## config.mk

```make
export PLATFORM = sky130hd
export DESIGN_NAME = msd_ram
export DESIGN_NICKNAME = d
export VERILOG_FILES = /design/src/rtl/msd_ram.sv
export SDC_FILE = /design/constraint.sdc
export NUM_CORES = 1
export LEC_CHECK = 0
export BUFFER_PORTS_ARGS = -buffer_cell sky130_fd_sc_hd__clkbuf_2
export CORE_UTILIZATION = 30
export DETAILED_ROUTE_END_ITERATION = 6
export GPL_ROUTABILITY_DRIVEN = 0
export PLACE_DENSITY = 0.5
export SLEW_MARGIN = 20
export SYNTH_ARGS = -nofsm -noshare
export SYNTH_HDL_FRONTEND = slang
export SYNTH_SLANG_ARGS = --single-unit
```

## constraint.sdc

```tcl
create_clock -name clk -period 5 [get_ports clk]
set_input_delay 0.75 -clock clk [delete_from_list [all_inputs] [get_ports clk]]
set_output_delay 0.75 -clock clk [all_outputs]
set_load 0.005 [all_outputs]
```

## src/rtl/msd_ram.sv

```systemverilog
`timescale 1ns / 1ps
// ----------------------------------------------------------------------------
// Generic RAM
// One write port and one read port with registered read data.
// ----------------------------------------------------------------------------
module msd_ram #(
	parameter  int WIDTH = 8,
	parameter  int DEPTH = 16,
	localparam int AW    = $clog2(DEPTH)
) (
	input  logic             clk,
	input  logic             we,
	input  logic [AW-1:0]    waddr,
	input  logic [WIDTH-1:0] wdata,
	input  logic             re,
	input  logic [AW-1:0]    raddr,
	output logic [WIDTH-1:0] rdata
);

	logic [WIDTH-1:0] mem [DEPTH];

	always_ff @(posedge clk) begin
		if (we) begin
			mem[waddr] <= wdata;
		end
		if (re) begin
			rdata <= mem[raddr];
		end
	end

endmodule

```

# ---- Word level (Yosys, flattened, before mapping)
# Memory sizes are Yosys's and may differ from the RTL's. A register that Yosys moved wholly into a read port is not among the register bits.
# Cells that the tools add are included.
dict set report classes {
  muxes 2
}
# cell count
set op_table {}
lappend op_table {{2-to-1 mux 1 bit} 2}
dict set report totals {
  in_bits 19
  reg_bits 0
  mem_count 1
  mem_bits_rw 128
}
# memory words word_bits read_ports rd_ports_with_merged_regs wr line_no
set memory_table {}
lappend memory_table {mem 16 8 1 1 1 20} ;# logic [WIDTH-1:0] mem [DEPTH];

# ---- Logic depth before layout (Yosys ltp)
dict set report depth {
  ltp_word 2
  depth_mapped 5
  depth_no_buf 3
}

# ---- Worst setup path before layout
# Ideal clock, no wire load.
dict set report synth_timing {
  path_type {input -> register}
  from {input port waddr[2]}
  to {memory mem[0][0], enable pin}
  n_path_buf 0
  arrival_ns 1.860
  required_ns 4.617
  cell_stages 2
  setup_slack_ns 2.757
  cell_sequence {or3b_2 nor3_1}
}
# item line_no
set synth_lines {}
lappend synth_lines {{from (decl)} 13} ;# input logic [AW-1:0] waddr,
lappend synth_lines {{to (decl)} 20}
# Straight into the memory's write port.

==> impl_metrics.csv <==
group,metric,value,unit
route,final_antenna_net_count,0,
die,io_pins,27,
die,die_h,134.0,µm
die,rows,47,
setup_path,start_kind,"input port",
logic_synthesis,synthXorXnorAreaFrac,0,
logic_synthesis,ys_ff_latch,136,
global_route,grt_pass1_wl,16.28,mm
timing,setup_tns,0,ns
timing,worst_pin_slew,1.041,ns
logic_synthesis,yosysTopAreaCell,"edfxtp_1",
setup_path,crit_buf_inv,2,
global_route,grt_pass1_vias,2562,
route,post_drt_wl_per_cell,21.16,µm
route,post-route-drc-count,0,
route,vias,2365,
clock_network,cts_resized,0,
clock_network,cts_setup_buffers,0,
final_layout,nets,286,
logic_synthesis,synth_compound_area_frac,0.02298,
clock_network,clk_pin_slew_worst_paths,0.05,ns
route,dr.pass1.iters,6,
route,drtIter0Drc,214,
logic_synthesis,yosys_warnings,0,
setup_path,arrival,2.66,ns
status,status,"complete, no violations",
clock_network,cts_htree_levels,4,
clock_network,cts_sinks,136,
timing,setup_viol,0,
timing,hold_violations,0,
timing,slew_viol_final,0,
setup_path,crit_chain,"clkbuf_2 > buf_4 > mux4_1 > a22oi_1 > nand2_1",
timing,rsz0062_at_grt,"no",
logic_synthesis,synthMuxAreaShare,0.1479,
logic_synthesis,synth_top_family_by_area,"multiplexers",
logic_synthesis,syn_nets,248,
logic_synthesis,ys_seq_area_frac,0.7812,
die,fp.dieArea,0.01796,mm²
timing,finalClockSkew,0.005773,ns
logic_synthesis,synth_fa_ha_area_frac,0,
clock_network,clk_path_buf_depth,2,
logic_synthesis,synth_cells,229,
setup_path,cp_max_fo,26,
setup_path,cp-end-kind,"flop",
global_route,grt_start_max_net_pins,33,
final_layout,syn_to_final_growth,17.11,%
clock_network,clk_latency,0.41,ns
placed_design,pre_cts_ws,2.036,ns
timing,fin_crit_sh,0.4996,
die,fp.coreArea,0.01682,mm²
route,vias_per_cell,4.730,
clock_network,clockRootBuffer,"clkbuf_16",
setup_path,critPathMaxStageDelay,0.73,ns
timing,min_period,2.498,ns
final_layout,layout-drive-gt1-share,0.2714,
clock_network,cts_tree,"done",
final_layout,fillers,1580,
power,max-vdd-ir-drop,0.2152,mV
clock_network,cts_buffers,17,
logic_synthesis,synthTopCellsByArea,"edfxtp_1, mux4_2, mux4_1",
setup_path,path_delay_family,"buffers and inverters",
setup_path,slowest_stage,"clkbuf_2",
setup_path,required,5.16,ns
logic_synthesis,synth_area,0.005228,mm²
power,p_leak,2.006,nW
placed_design,port_buffers,26,
logic_synthesis,ys_types,18,
die,start_util,0.3108,
power,powerDensity,416.3,mW/mm²
logic_synthesis,yosys.area_share.simple,0.03135,
global_route,antenna_found_initial,0,
logic_synthesis,synth_top_area_share,0.7812,
timing,slew_headroom,0.3034,
hold_path,hp-class,"input port to flop",
logic_synthesis,avgSynthCellArea,22.83,µm²
job,drv_cap,0,
clock_network,cts_hold_buf,0,
setup_path,criticalPathCategory,"input port to flop",
global_route,track_usage,0.1313,
global_route,grt-ovfl-total,0,
placed_design,hpwl,6.586,mm
timing,setup_ws,2.502,ns
timing,fmax,400.3,MHz
final_layout,antenna_cells,0,
die,die_w,134.0,µm
route,drt-total-wl,10.58,mm
[cell usage in the layout (no fill, tap or decap)]
cell type,netlist,routed
clkinv_1,0,5
buf_4,1,3
clkinv_2,0,7
nor2b_1,1,1
a22oi_1,16,16
or3b_2,1,1
bufinv_16,0,2
nor3_2,0,2
and2_1,1,1
clkbuf_1,0,1
nor2_1,13,13
mux4_2,18,18
mux4_1,14,14
nor3_1,4,2
nand2_1,9,9
edfxtp_1,136,136
clkbuf_16,0,17
clkbuf_2,0,26
and2b_1,1,1
nand3b_1,2,2
nand2b_1,2,2
nand3_1,1,1
[final cells by class]
type	instances	area, µm²	area share
sequential	136	4084	0.6671
multi-input combinational	83	1067	0.1743
clock buffer	18	429.2	0.07010
tap	220	275.3	0.04496
timing repair buffer	29	152.6	0.02493
clock inverter	14	113.9	0.01860
[cells in the mapped netlist]
cell type and count:
mux4_2 18, mux4_1 14, nor2b_1 1, nand2_1 9, buf_6 3, nand3_1 1, or3b_2 1, buf_2 3
nor3_1 4, a22oi_1 16, edfxtp_1 136, nor2_1 13, and2_1 1, nand3b_1 2, clkdlybuf4s25_2 3, buf_4 1
nand2b_1 2, and2b_1 1
[path summary, 6_finish.rpt]
kind,startpoint,endpoint,slack (ns),cells past startpoint
worst max-delay path,raddr[0],rdata[5],2.50,5
worst min-delay path,wdata[5],mem[2][5],0.75,1
worst min register to register,mem[4][6],rdata[6],0.76,3
worst max register to register,mem[9][1],rdata[1],3.50,3
[kinds of logic (layout without fill, tap and decap cells)]
family          after synthesis  count (layout)
simple gates                 35              35
compound gates               16              16
mux                          32              32
flops                       136             136
buf+inv                      10              61
[power breakdown]
group / switching, mW / internal [mW] / leakage [nW]
Combinational: 0.0651 / 0.0449 / 0.496
Clock: 0.429 / 0.716 / 0.274
Sequential: 0.00792 / 1.29 / 1.24
Total: 0.502 / 2.05 / 2.01
[state kept, by name, indices dropped and copies added (netlist names)]
signal,cells
rdata,8
mem,128
[metrics by stage]
step,instance area [µm²],total power [mW],utilization,hold WS [ns],cells
after floorplan,5228,1.378,-,0.7048,229
after global placement,5579,1.427,0.3317,0.7427,468
after detailed placement,5579,1.431,0.3317,0.7415,468
after CTS,6122,2.576,0.3640,0.7469,500
after global routing,6122,2.633,0.3640,0.7548,500
final,6122,2.549,0.3640,0.7543,500
[layer usage]
metal	global-route usage	share of wire	vias to the layer above	wire length [µm]
li1	-	-	1055	-
met1	0.1779	0.47	1249	4977
met2	0.1914	0.47	53	4968
met3	0.05026	0.051	8	537
met4	0.04735	0.0093	0	98
met5	0	0	-	0
No activity file was read; power rests on OpenSTA's default activity.
