--- config.mk ---
export PLATFORM = sky130hd
export DESIGN_NAME = msd_out_queue
export DESIGN_NICKNAME = d
export VERILOG_FILES = /design/src/rtl/msd_pkg.sv /design/src/rtl/msd_out_queue.sv
export SDC_FILE = /design/constraint.sdc
export NUM_CORES = 1
export LEC_CHECK = 0
export BUFFER_PORTS_ARGS = -buffer_cell sky130_fd_sc_hd__clkbuf_2
export CORE_AREA = 5 5 164 166
export CTS_BUF_LIST = sky130_fd_sc_hd__clkbuf_4
export DETAILED_ROUTE_END_ITERATION = 12
export DIE_AREA = 0 0 169 171
export GPL_ROUTABILITY_DRIVEN = 0
export HOLD_SLACK_MARGIN = 0.1
export PLACE_DENSITY = 0.74
export SYNTH_ARGS = -nofsm -noshare
export SYNTH_HDL_FRONTEND = slang
export SYNTH_SLANG_ARGS = --single-unit
--- constraint.sdc ---
create_clock -name clk -period 8.75 [get_ports clk]
set_input_delay 2.625 -clock clk [delete_from_list [all_inputs] [get_ports clk]]
set_output_delay 2.625 -clock clk [all_outputs]
set_load 0.02 [all_outputs]
--- src/rtl/msd_pkg.sv ---
`timescale 1ns / 1ps
// ----------------------------------------------------------------------------
// Message stream deframer package
// Shared codes, table entry and result types for the deframer.
// ----------------------------------------------------------------------------
package msd_pkg;

	// Input transaction kinds.
	localparam logic KIND_TABLE = 1'b0;
	localparam logic KIND_BYTE  = 1'b1;

	// Reader phases.
	localparam logic [1:0] PH_ID   = 2'd0;
	localparam logic [1:0] PH_LEN  = 2'd1;
	localparam logic [1:0] PH_EXT  = 2'd2;
	localparam logic [1:0] PH_BODY = 2'd3;

	// Result kinds.
	localparam logic [1:0] RK_HEADER = 2'd0;
	localparam logic [1:0] RK_BODY   = 2'd1;
	localparam logic [1:0] RK_ERROR  = 2'd2;

	// A 16-bit length of all ones announces a 32-bit extended length.
	localparam logic [15:0] LEN_ESCAPE = 16'hFFFF;

	localparam int DEFAULT_TABLE_SLOTS = 1024;

	// Result queue geometry (depth must be a power of two).
	localparam int QUEUE_DEPTH = 4;
	localparam int QUEUE_PW    = $clog2(QUEUE_DEPTH);
	localparam int QUEUE_CW    = $clog2(QUEUE_DEPTH + 1);

	typedef struct packed {
		logic        known;
		logic        var_len;
		logic [15:0] len;
	} msd_entry_t;

	localparam int ENTRY_W = $bits(msd_entry_t);

	typedef struct packed {
		logic [1:0]  result_kind;
		logic [15:0] message_id;
		logic [31:0] body_length;
		logic [7:0]  body_byte;
		logic        last_of_message;
	} msd_result_t;

	typedef struct packed {
		logic        valid;
		msd_result_t item;
	} msd_push_t;

endpackage

--- src/rtl/msd_out_queue.sv ---
`timescale 1ns / 1ps
// ----------------------------------------------------------------------------
// Result queue
// Small queue taking up to two results per cycle, in order, and giving one.
// ----------------------------------------------------------------------------
module msd_out_queue
	import msd_pkg::*;
(
	input  logic                clk,
	input  logic                arst_n,
	input  msd_push_t           push_a,
	input  msd_push_t           push_b,
	input  logic                pop,
	output msd_result_t         head,
	output logic [QUEUE_CW-1:0] level
);

	msd_result_t         entries_q [QUEUE_DEPTH];
	logic [QUEUE_PW-1:0] wr_ptr_q;
	logic [QUEUE_PW-1:0] rd_ptr_q;
	logic [QUEUE_CW-1:0] level_q;
	logic [1:0]          n_push;
	msd_result_t         first_item;
	logic [QUEUE_PW-1:0] wr_ptr_next;

	assign n_push      = 2'(push_a.valid) + 2'(push_b.valid);
	assign first_item  = push_a.valid ? push_a.item : push_b.item;
	assign wr_ptr_next = wr_ptr_q + QUEUE_PW'(1);

	always_ff @(posedge clk) begin
		if (n_push != 2'd0) begin
			entries_q[wr_ptr_q] <= first_item;
		end
		if (n_push == 2'd2) begin
			entries_q[wr_ptr_next] <= push_b.item;
		end
	end

	always_ff @(posedge clk or negedge arst_n) begin
		if (!arst_n) begin
			wr_ptr_q <= '0;
			rd_ptr_q <= '0;
			level_q  <= '0;
		end else begin
			wr_ptr_q <= wr_ptr_q + QUEUE_PW'(n_push);
			if (pop) begin
				rd_ptr_q <= rd_ptr_q + QUEUE_PW'(1);
			end
			level_q <= level_q + QUEUE_CW'(n_push) - QUEUE_CW'(pop);
		end
	end

	assign head  = entries_q[rd_ptr_q];
	assign level = level_q;

`ifndef SYNTH
	// Pushes never exceed the free space left after this cycle's pop.
	a_no_overflow: assert property (@(posedge clk) disable iff (!arst_n)
		(QUEUE_CW + 1)'(n_push) + (QUEUE_CW + 1)'(level_q)
			<= (QUEUE_CW + 1)'(QUEUE_DEPTH) + (QUEUE_CW + 1)'(pop))
		else $error("result queue overflow");
	// A pop is only requested while an entry is held.
	a_no_underflow: assert property (@(posedge clk) disable iff (!arst_n)
		pop |-> level_q != '0)
		else $error("result queue underflow");
`endif

endmodule

## After elaboration in Yosys (flattened, before gate mapping)

Memories as Yosys holds them, arrays and structs flattened.
Cells that the tools add are included.
Widths: inputs -> output; s select.

| cells by class | value |
|---|---|
| add/subtract/negate cells | 6 |
| magnitude comparators | 0 |
| divide/modulo/power cells | 0 |
| bitwise operators | 0 |
| equal/unequal tests | 1 |
| reductions and logical operators | 1 |
| shift-type cells | 0 |
| $mul | 0 |
| multiplexer cells | 5 |

Operator list:

| kind | count |
|---|---|
| $mux 59 | 1 |
| $add 2x1->2 const B | 2 |
| $mux 1 | 4 |
| $add 3x2->3 | 1 |
| $sub 3x1->3 | 1 |
| $add 1x1->2 | 1 |
| $add 2x2->2 | 1 |
| $eq 2x2->1 const B | 1 |
| $reduce_bool 2->1 | 1 |

| storage, ports and cells | value |
|---|---|
| register bits | 7 |
| latch bits | 0 |
| output and inout port bits | 62 |
| bits in writable memories | 236 |
| bits in read-only memories | 0 |
| memories | 1 |

Memory list:

| name | depth | width | rd ports | clocked after memory_dff | wr ports | line | source |
|---|---|---|---|---|---|---|---|
| entries_q | 4 | 59 | 1 | 0 | 2 | msd_out_queue.sv:18 | `msd_result_t entries_q [QUEUE_DEPTH];` |

## Longest topological paths before layout

Gate-level depths: netlist of run 1.

| logic depth | value |
|---|---|
| depth after elaboration | 4 |
| gate-level depth with buffers | 12 |

## Least setup slack after synthesis of run 1

OpenSTA, ideal clock, no wires.

| path | value |
|---|---|
| kind | input to register |
| start | input port push_a[59] (netlist bit) |
| end | memory entries_q[3][0] (netlist bit) (enable) |
| required time | 8.184 ns |
| path buffers | 2 |
| slack | 0.453 ns |
| stages | 6 |
| data arrival time | 7.731 ns |
| path through | clkbuf_1 > buf_2 > inv_1 > ha_1 > nand2b_1 > a21boi_0 |

RTL lines:

| element | line | source |
|---|---|---|
| start: declaration | msd_out_queue.sv:11 | `input msd_push_t push_a,` |
| end: declaration | msd_out_queue.sv:18 |  |

==> results of run 1 <==
state kept, by name, indices dropped and copies added, names as in the netlist:
| register | flops |
|---|---|
| level | 3 |
| entries_q | 236 |
| rd_ptr_q | 2 |
| wr_ptr_q | 2 |
cells by family (layout without fill, tap and decap cells):
| kind of cell | count (synthesis) | in the layout | synth area share |
|---|---|---|---|
| AND/OR/NAND/NOR | 247 | 247 | 0.0992 |
| other | 0 | 1 | 0 |
| buffers and inverters | 103 | 316 | 0.0399 |
| flip-flops | 243 | 243 | 0.574 |
| adder cells (fa/ha/maj) | 7 | 7 | 0.00752 |
| multiplexers | 59 | 59 | 0.105 |
| XOR/XNOR | 6 | 6 | 0.00416 |
| AO/OA/AOI/OAI | 239 | 239 | 0.170 |
per-stage QoR:
stage / std cells / power [uW] / cell area, sq um
floorplan: 904 / 3320 / 12600
global placement: 1342 / 3920 / 13700
detailed placement: 1342 / 3960 / 13700
CTS: 1452 / 4870 / 14400
global route: 1453 / 5080 / 14400
finish: 1453 / 4840 / 14400
cell type report:
| class | count | area (sq um) |
|---|---|---|
| clock inverter | 31 | 149 |
| clock buffer | 79 | 593 |
| multi-input combinational | 558 | 4940 |
| inverter | 8 | 30.0 |
| sequential | 243 | 7270 |
| fill | 2120 | 11000 |
| tap | 335 | 419 |
| antenna | 1 | 2.50 |
| timing repair buffer | 198 | 1030 |
report_power, final:
| group | switching [uW] | internal (uW) | leakage (uW) | total (uW) |
|---|---|---|---|---|
| sequential | 205 | 1780 | 0.00230 | 1980 |
| clock | 466 | 454 | 0.000436 | 919 |
| combinational | 1220 | 724 | 0.00238 | 1940 |
path summary, 6_finish.rpt:
path | to | slack (ps) | cells past startpoint
hold / removal | level[2]$_DFF_PN0_ | 490 | 1
hold reg to reg | level[2]$_DFF_PN0_ | 490 | 1
setup / recovery | head[50] | 3020 | 3
max in group asynchronous | rd_ptr_q[1]$_DFFE_PN0P_ | 6770 | 1
setup reg to reg | entries_q[2][34]$_DFFE_PP_ | 5970 | 2
min in group asynchronous | wr_ptr_q[0]$_DFF_PN0_ | 1760 | 1
layout by cell type (no fill, tap or decap), types with 6 or more instances in the layout:
cell / netlist / final
o221ai_1: 226 / 226
clkbuf_4: 0 / 79
o221ai_2: 10 / 10
buf_4: 9 / 15
inv_1: 8 / 8
nand2_1: 119 / 119
edfxtp_1: 236 / 236
mux4_2: 59 / 59
clkinv_1: 0 / 25
nand2b_1: 120 / 119
ha_1: 6 / 6
clkbuf_2: 0 / 183
metal layers:
layer,vias to the layer above,part of all wire
li1,4181,-
met1,4624,0.38
met2,599,0.49
met3,86,0.098
met4,0,0.029
met5,-,0
==> run_results.csv, run 1 <==
group,metric,value,unit
clock_network,cts_resized,0,
routing,drc,0,
global_routing,grt_start_max_net_pins,113,
timing,final_critical_path_setup_slack,3020,ps
synthesis,netlist.top_cell.by_area,"edfxtp_1",
synthesis,synth_seq_cells,243,
critical_path,setup.worst_path.start_class,"flop",
synthesis,netlist-cell-type-count,27,
synthesis,ys_seq_area_frac,0.574,
global_routing,grtUsageMet2,0.397,
synthesis,synth_area_leaders,"edfxtp_1, o221ai_1, mux4_2",
synthesis,synth_edf_count,236,
layout,layout-drive-gt1-share,0.327,
timing,rsz_0062_raised_after_global_routing,"no",
synthesis,synthDominantCellAreaShare,0.560,
global_routing,use_met1,0.302,
die,die_w,169,microns
critical_path,cp_data_arrival_time,3110,ps
global_routing,first_global_vias,9711,
critical_path,timing.rr.start,"wr_ptr_q[1]$_DFF_PN0_",
routing,via_count,9490,
global_routing,grt_use_total,0.235,
layout,post_layout_util,0.567,
global_routing,grt.busiest_layer,"met2",
placement,dpl.hpwl,19700,microns
critical_path,crit_required,6120,ps
routing,detail_route.first_pass.iterations,6,
critical_path,critical_path.n_buffers_inverters,2,
critical_path,crit_path_cell_trace,"buf_4 -> mux4_2 -> clkbuf_2",
timing,setup_viol,0,
outcome,status,"finished, final reports clean",
power_and_ir_drop,vdd_drop_max,0.000187,V
min_path,holdCritStartpoint,"level[2]$_DFF_PN0_",
synthesis,total_of_warnings_raised_by_yosys,0,
min_path,min-delay-path-class,"flop to flop",
clock_network,tritoncts,"done",
die,io-pin-count,185,
clock_network,clk_root_buffer_cell,"clkbuf_4",
critical_path,critPathMaxStageDelay,790,ps
synthesis,synth_ff_type,"edfxtp_1",
synthesis,syn_area_per_cell,14.0,sq um
synthesis,syn_area,12600,sq um
critical_path,timing.critical_path.to_type,"output pin",
critical_path,cp_max_fo,40,
clock_network,cts.reportedPaths.clkPinSlew,70,ps
timing,finalClockSkew,24.2,ps
timing,final.setup.tns,0,ps
timing,clock.fmax,0.174,GHz
critical_path,critical_path.startpoint,"rd_ptr_q[0]$_DFFE_PN0P_",
routing,drt-total-wl,34800,microns
timing,slew_viol_final,0,
clock_network,cts_max_level,2,
placement,port-buffer-count,184,
synthesis,post_synthesis_cells,904,
global_routing,overflow,0,
die,placement_rows,59,
synthesis,post_synth_most_frequent_cells,"edfxtp_1, o221ai_1, nand2b_1, nand2_1, mux4_2",
die,start_util,0.497,
routing,detail-route-antenna-nets,0,
clock_network,cts_buffers,60,
clock_network,cts_hold_buffers,0,
global_routing,grt_pass1_wl,52700,microns
timing,final_hold_viol_count,0,
power_and_ir_drop,static-leakage-power,0.00512,uW
synthesis,synth-async-reset-ratio,0.0288,
layout,nets,1199,
synthesis,yosysMostFrequentCell,"edfxtp_1",
synthesis,synthesis.nets,1034,
die,core_region_area,25500,sq um
die,floorplan.die_area,28900,sq um
global_routing,global_route.usage.met3,0.0457,
placement,dp_slack,3350,ps
critical_path,critical-path-slowest-cell,"buf_4",
timing,fin_crit_sh,0.655,
clock_network,post-cts-setup-buffers,0,
routing,routed_wire_length_per_instance,23.9,microns
power_and_ir_drop,cellPowerDensity,336,nW/um^2
timing,finalWorstPathRequiredPeriod,5730,ps
clock_network,cts.sink_count,243,
routing,drt-vias-per-instance,6.53,
critical_path,timing.critical_path.max_delay_family,"buffers and inverters",
routing,dr.first_iter.drc_count,1023,
critical_path,timing_worst_setup_path_type,"flop to output pin",
clock_network,clk-insertion-delay-late,690,ps
timing,worst_hold_slack,486,ps
global_routing,grt_antenna_before_repair,1,
layout,flow.area_growth_from_synthesis,14.1,%
timing,tightest_slew,1130,ps
run,number_of_violations_of_the_max_capacitance_limit,0,
timing,normalized_max_slew_margin,0.245,
clock_network,cts_buffer_depth,3,
die,chipHeight,171,microns
No activity file was read; power rests on OpenSTA's default activity.
==> run 2, diff against run 1 <==
==> constraint.sdc (replaced) <==
create_clock -name clk -period 5.65 [get_ports clk]
set_input_delay 1.695 -clock clk [delete_from_list [all_inputs] [get_ports clk]]
set_output_delay 1.695 -clock clk [all_outputs]
set_load 0.02 [all_outputs]
==> run 2 against run 1 <==
  * Global-route usage fell by 0.43 points
  * Sequential power up 58%
  * Utilization grew 0.43 points
  * Final cell count is 0.21% higher
  * Critical endpoint is now head[49]
==> run_results.csv, run 2 (synthesis results as in run 1) <==
group,metric,value,unit
die,start_util,0.497,
timing,final.setup.tns,0,ps
die,io-pin-count,185,
critical_path,cp_data_arrival_time,2940,ps
clock_network,cts.reportedPaths.clkPinSlew,60,ps
timing,tightest_slew,1060,ps
layout,flow.area_growth_from_synthesis,15.0,%
die,core_region_area,25500,sq um
clock_network,post-cts-setup-buffers,0,
clock_network,cts_buffers,61,
global_routing,grt_pass1_wl,52400,microns
routing,drc,0,
routing,detail_route.first_pass.iterations,5,
power_and_ir_drop,static-leakage-power,0.00519,uW
critical_path,timing_worst_setup_path_type,"flop to output pin",
placement,dpl.hpwl,19200,microns
layout,post_layout_util,0.571,
layout,mostFrequentLayoutCell,"edfxtp_1",
timing,normalized_max_slew_margin,0.293,
min_path,min-delay-path-class,"flop to flop",
die,chipHeight,171,microns
power_and_ir_drop,cellPowerDensity,522,nW/um^2
clock_network,cts_hold_buffers,0,
timing,slew_viol_final,0,
timing,finalClockSkew,35.4,ps
layout,mostFrequentLayoutCells,"edfxtp_1, o221ai_1, clkbuf_2, nand2_1, nand2b_1",
placement,port-buffer-count,184,
critical_path,crit_required,3950,ps
routing,detail-route-antenna-nets,0,
layout,layout-drive-gt1-share,0.344,
clock_network,tritoncts,"done",
layout,largest_register_ffs,236,
timing,rsz_0062_raised_after_global_routing,"no",
routing,dr.first_iter.drc_count,935,
timing,fin_crit_sh,0.820,
timing,finalWorstPathRequiredPeriod,4630,ps
clock_network,cts_resized,0,
global_routing,first_global_vias,9820,
critical_path,cp_max_fo,41,
global_routing,grt_start_max_net_pins,100,
die,placement_rows,59,
outcome,status,"finished, final reports clean",
critical_path,setup.worst_path.start_class,"flop",
routing,drt-total-wl,33800,microns
global_routing,overflow,0,
die,die_w,169,microns
global_routing,grt_use_total,0.231,
layout,register_name_with_the_most_flops,"entries_q",
routing,via_count,9550,
timing,clock.fmax,0.216,GHz
clock_network,clk_root_buffer_cell,"clkbuf_4",
run,number_of_violations_of_the_max_capacitance_limit,0,
clock_network,cts_max_level,2,
critical_path,timing.critical_path.to_type,"output pin",
routing,routed_wire_length_per_instance,23.2,microns
routing,drt-vias-per-instance,6.56,
clock_network,cts_buffer_depth,3,
layout,nets,1203,
clock_network,clk-insertion-delay-late,680,ps
clock_network,cts.sink_count,243,
global_routing,grt_antenna_before_repair,2,
timing,setup_viol,0,
die,floorplan.die_area,28900,sq um
power_and_ir_drop,vdd_drop_max,0.000326,V
timing,final_hold_viol_count,0,
==> run 2: cell count changes in the layout (fill, tap and decap cells not counted), sizes merged <==
cell	before	now
clkbuf	262	283
clkinv	30	9
buf	15	18
==> run 2: final timing paths <==
check                                         from                    endpoint  slack [ps]  depth (start not counted)
hold / removal                  level[2]$_DFF_PN0_          level[2]$_DFF_PN0_         470                          1
max in group asynchronous                   arst_n       wr_ptr_q[1]$_DFF_PN0_        4620                          1
min in group asynchronous                   arst_n          level[0]$_DFF_PN0_         830                          1
hold reg to reg                 level[2]$_DFF_PN0_          level[2]$_DFF_PN0_         470                          1
setup reg to reg             wr_ptr_q[1]$_DFF_PN0_  entries_q[2][11]$_DFFE_PP_        2760                          2
setup / recovery           rd_ptr_q[0]$_DFFE_PN0P_                    head[49]        1020                          3
==> run 2: cell type report <==
class	count	area (sq um)
flip-flops and latches	243	7270
fillers	2084	10900
repair buffers	201	1060
clock buffers	100	751
clock inverters	10	65.1
inverters	8	30.0
diodes	1	2.50
well taps	335	419
multi-input cells	558	4940
==> run 2: worst max-delay path, cell delays in order (launching register included) <==
cell and delay (ps):
dfrtp_4 1030, buf_4 420, mux4_2 590, clkbuf_2 180
==> run 2: through the flow <==
step | setup slack (ps) | hold WS, ps | std cells | power, uW | area (sq um)
floorplan | 1060 | 480 | 904 | 5130 | 12700
global placement | 1060 | 465 | 1345 | 6070 | 13700
detailed placement | 1010 | 464 | 1345 | 6130 | 13700
CTS | 913 | 476 | 1455 | 7650 | 14500
global route | 807 | 493 | 1456 | 7980 | 14500
finish | 1020 | 472 | 1456 | 7590 | 14500
==> run 2: report_power, final <==
| part | internal, uW | switching (uW) |
|---|---|---|
| registers | 2750 | 368 |
| clock network | 836 | 693 |
| logic | 1130 | 1820 |
| total | 4720 | 2880 |
==> run 2: per-layer routing <==
layer / wire (microns) / track usage / vias to the layer above
li1: - / - / 4203
met1: 12800 / 0.312 / 4663
met2: 16200 / 0.362 / 584
met3: 3620 / 0.0536 / 98
met4: 1110 / 0.0977 / 2
met5: 13 / 0 / -
==> run 3, diff against run 2 <==
==> constraint.sdc (replaced) <==
create_clock -name clk -period 4.8 [get_ports clk]
set_input_delay 1.44 -clock clk [delete_from_list [all_inputs] [get_ports clk]]
set_output_delay 1.44 -clock clk [all_outputs]
set_load 0.02 [all_outputs]
==> run 3 against run 2 <==
  * Final cell count rose by 0.14%
  * Critical path type unchanged
  * Wire length fell by 0.24%
  * Count of clock-buffer cells in the layout up 3
  * Final area up 0.17%
  * Clock power is 18% higher
  * Total power increased by 18%
  * Die area stayed put
==> run_results.csv, run 3 (synthesis results as in run 1) <==
group,metric,value,unit
outcome,status,"finished, final reports clean",
run,number_of_violations_of_the_max_capacitance_limit,0,
routing,drt-vias-per-instance,6.53,
clock_network,cts_buffer_depth,3,
global_routing,first_global_vias,9820,
routing,via_count,9522,
placement,place_inst,1344,
layout,final_cell_count_no_fill,1458,
timing,fin_crit_sh,0.844,
clock_network,clk-insertion-delay-late,650,ps
global_routing,overflow,0,
layout,register_name_with_the_most_flops,"entries_q",
min_path,worst_hold_path.num_cells,1,
global_routing,grt_pass1_wl,52200,microns
placement,dpl.hpwl,19000,microns
timing,finalClockSkew,37.6,ps
die,die_w,169,microns
layout,layout-drive-gt1-share,0.345,
layout,mostFrequentLayoutCells,"edfxtp_1, o221ai_1, clkbuf_2, nand2_1, nand2b_1",
routing,routed_wire_length_per_instance,23.1,microns
clock_network,cts.reportedPaths.clkPinSlew,60,ps
clock_network,cts.sink_count,243,
timing,rsz_0062_raised_after_global_routing,"no",
global_routing,grt_start_max_net_pins,90,
layout,nets,1207,
critical_path,worst_r2r_path_depth,3,
placement,port-buffer-count,184,
routing,dr.first_iter.drc_count,961,
clock_network,cts_resized,0,
clock_network,clk_root_buffer_cell,"clkbuf_4",
global_routing,grt_antenna_before_repair,4,
die,floorplan.die_area,28900,sq um
timing,setup_viol,0,
min_path,min-delay-path-class,"flop to flop",
clock_network,tritoncts,"done",
power_and_ir_drop,static-leakage-power,0.00520,uW
clock_network,cts_max_level,3,
die,chipHeight,171,microns
layout,flow.area_growth_from_synthesis,15.2,%
layout,mostFrequentLayoutCell,"edfxtp_1",
clock_network,post-cts-setup-buffers,0,
timing,finalWorstPathRequiredPeriod,4050,ps
timing,tightest_slew,1040,ps
power_and_ir_drop,vdd_drop_max,0.000511,V
critical_path,setup.worst_path.start_class,"flop",
clock_network,cts_hold_buffers,0,
timing,final.setup.tns,0,ps
critical_path,timing.critical_path.to_type,"output pin",
die,io-pin-count,185,
critical_path,cp_data_arrival_time,2610,ps
layout,largest_register_ffs,236,
timing,clock.fmax,0.247,GHz
routing,drt-total-wl,33700,microns
routing,detail_route.first_pass.iterations,5,
critical_path,cp_max_fo,37,
die,placement_rows,59,
global_routing,grt_use_total,0.232,
timing,slew_viol_final,0,
die,start_util,0.497,
critical_path,crit_required,3360,ps
power_and_ir_drop,cellPowerDensity,613,nW/um^2
routing,detail-route-antenna-nets,0,
critical_path,timing_worst_setup_path_type,"flop to output pin",
timing,final_hold_viol_count,0,
clock_network,cts_buffers,66,
routing,drc,0,
die,core_region_area,25500,sq um
timing,normalized_max_slew_margin,0.306,
==> run 3: changes by cell type in the layout (fill, tap and decap cells not counted) <==
cell       delta
buf_4         -4
buf_12        +3
clkbuf_4      +3
bufinv_16     -1
clkinv_1      -1
diode_2       +1
inv_2         +1
==> run 3: path summary, 6_finish.rpt <==
path	from	end	slack, ps
hold / removal	level[2]$_DFF_PN0_	level[2]$_DFF_PN0_	470
max in group asynchronous	arst_n	rd_ptr_q[1]$_DFFE_PN0P_	3960
setup reg to reg	wr_ptr_q[1]$_DFF_PN0_	entries_q[0][14]$_DFFE_PP_	2490
setup / recovery	rd_ptr_q[0]$_DFFE_PN0P_	head[8]	750
min in group asynchronous	arst_n	wr_ptr_q[1]$_DFF_PN0_	620
hold reg to reg	level[2]$_DFF_PN0_	level[2]$_DFF_PN0_	470
==> run 3: cell type report <==
type | instances | area (sq um)
fill | 2054 | 10900
inverter | 8 | 30.0
sequential | 243 | 7270
clock inverter | 9 | 35.0
clock buffer | 103 | 773
antenna | 2 | 5.00
multi-input combinational | 558 | 4940
tap | 335 | 419
timing repair buffer | 200 | 1090
==> run 3: through the flow <==
stage                     setup WS (ps)  power, uW  utilization  instance area [sq um]  hold WS, ps
final                               751       8930        0.572                  14600          468
after global routing                597       9390        0.572                  14600          522
after CTS                           677       9010        0.572                  14600          478
after detailed placement           1210       7210        0.540                  13800          469
after global placement             1270       7150        0.540                  13800          464
after floorplan                     465       6030            -                  12700          480
==> run 3: where the power goes <==
group | leakage [uW] | internal (uW) | switching, uW
Combinational | 0.00241 | 1340 | 2160
Sequential | 0.00230 | 3240 | 394
Clock | 0.000493 | 967 | 831
==> run 3: worst max-delay path, stage by stage (launching register included) <==
cell	delay [ps]
dfrtp_4	790
buf_12	370
mux4_2	590
clkbuf_2	180
==> run 3: layer usage <==
metal,global-route usage,routed length (microns),vias to the layer above
li1,-,-,4204
met1,0.307,13100,4673
met2,0.374,16200,569
met3,0.0513,3440,72
met4,0.0963,970,4
met5,0,19,-
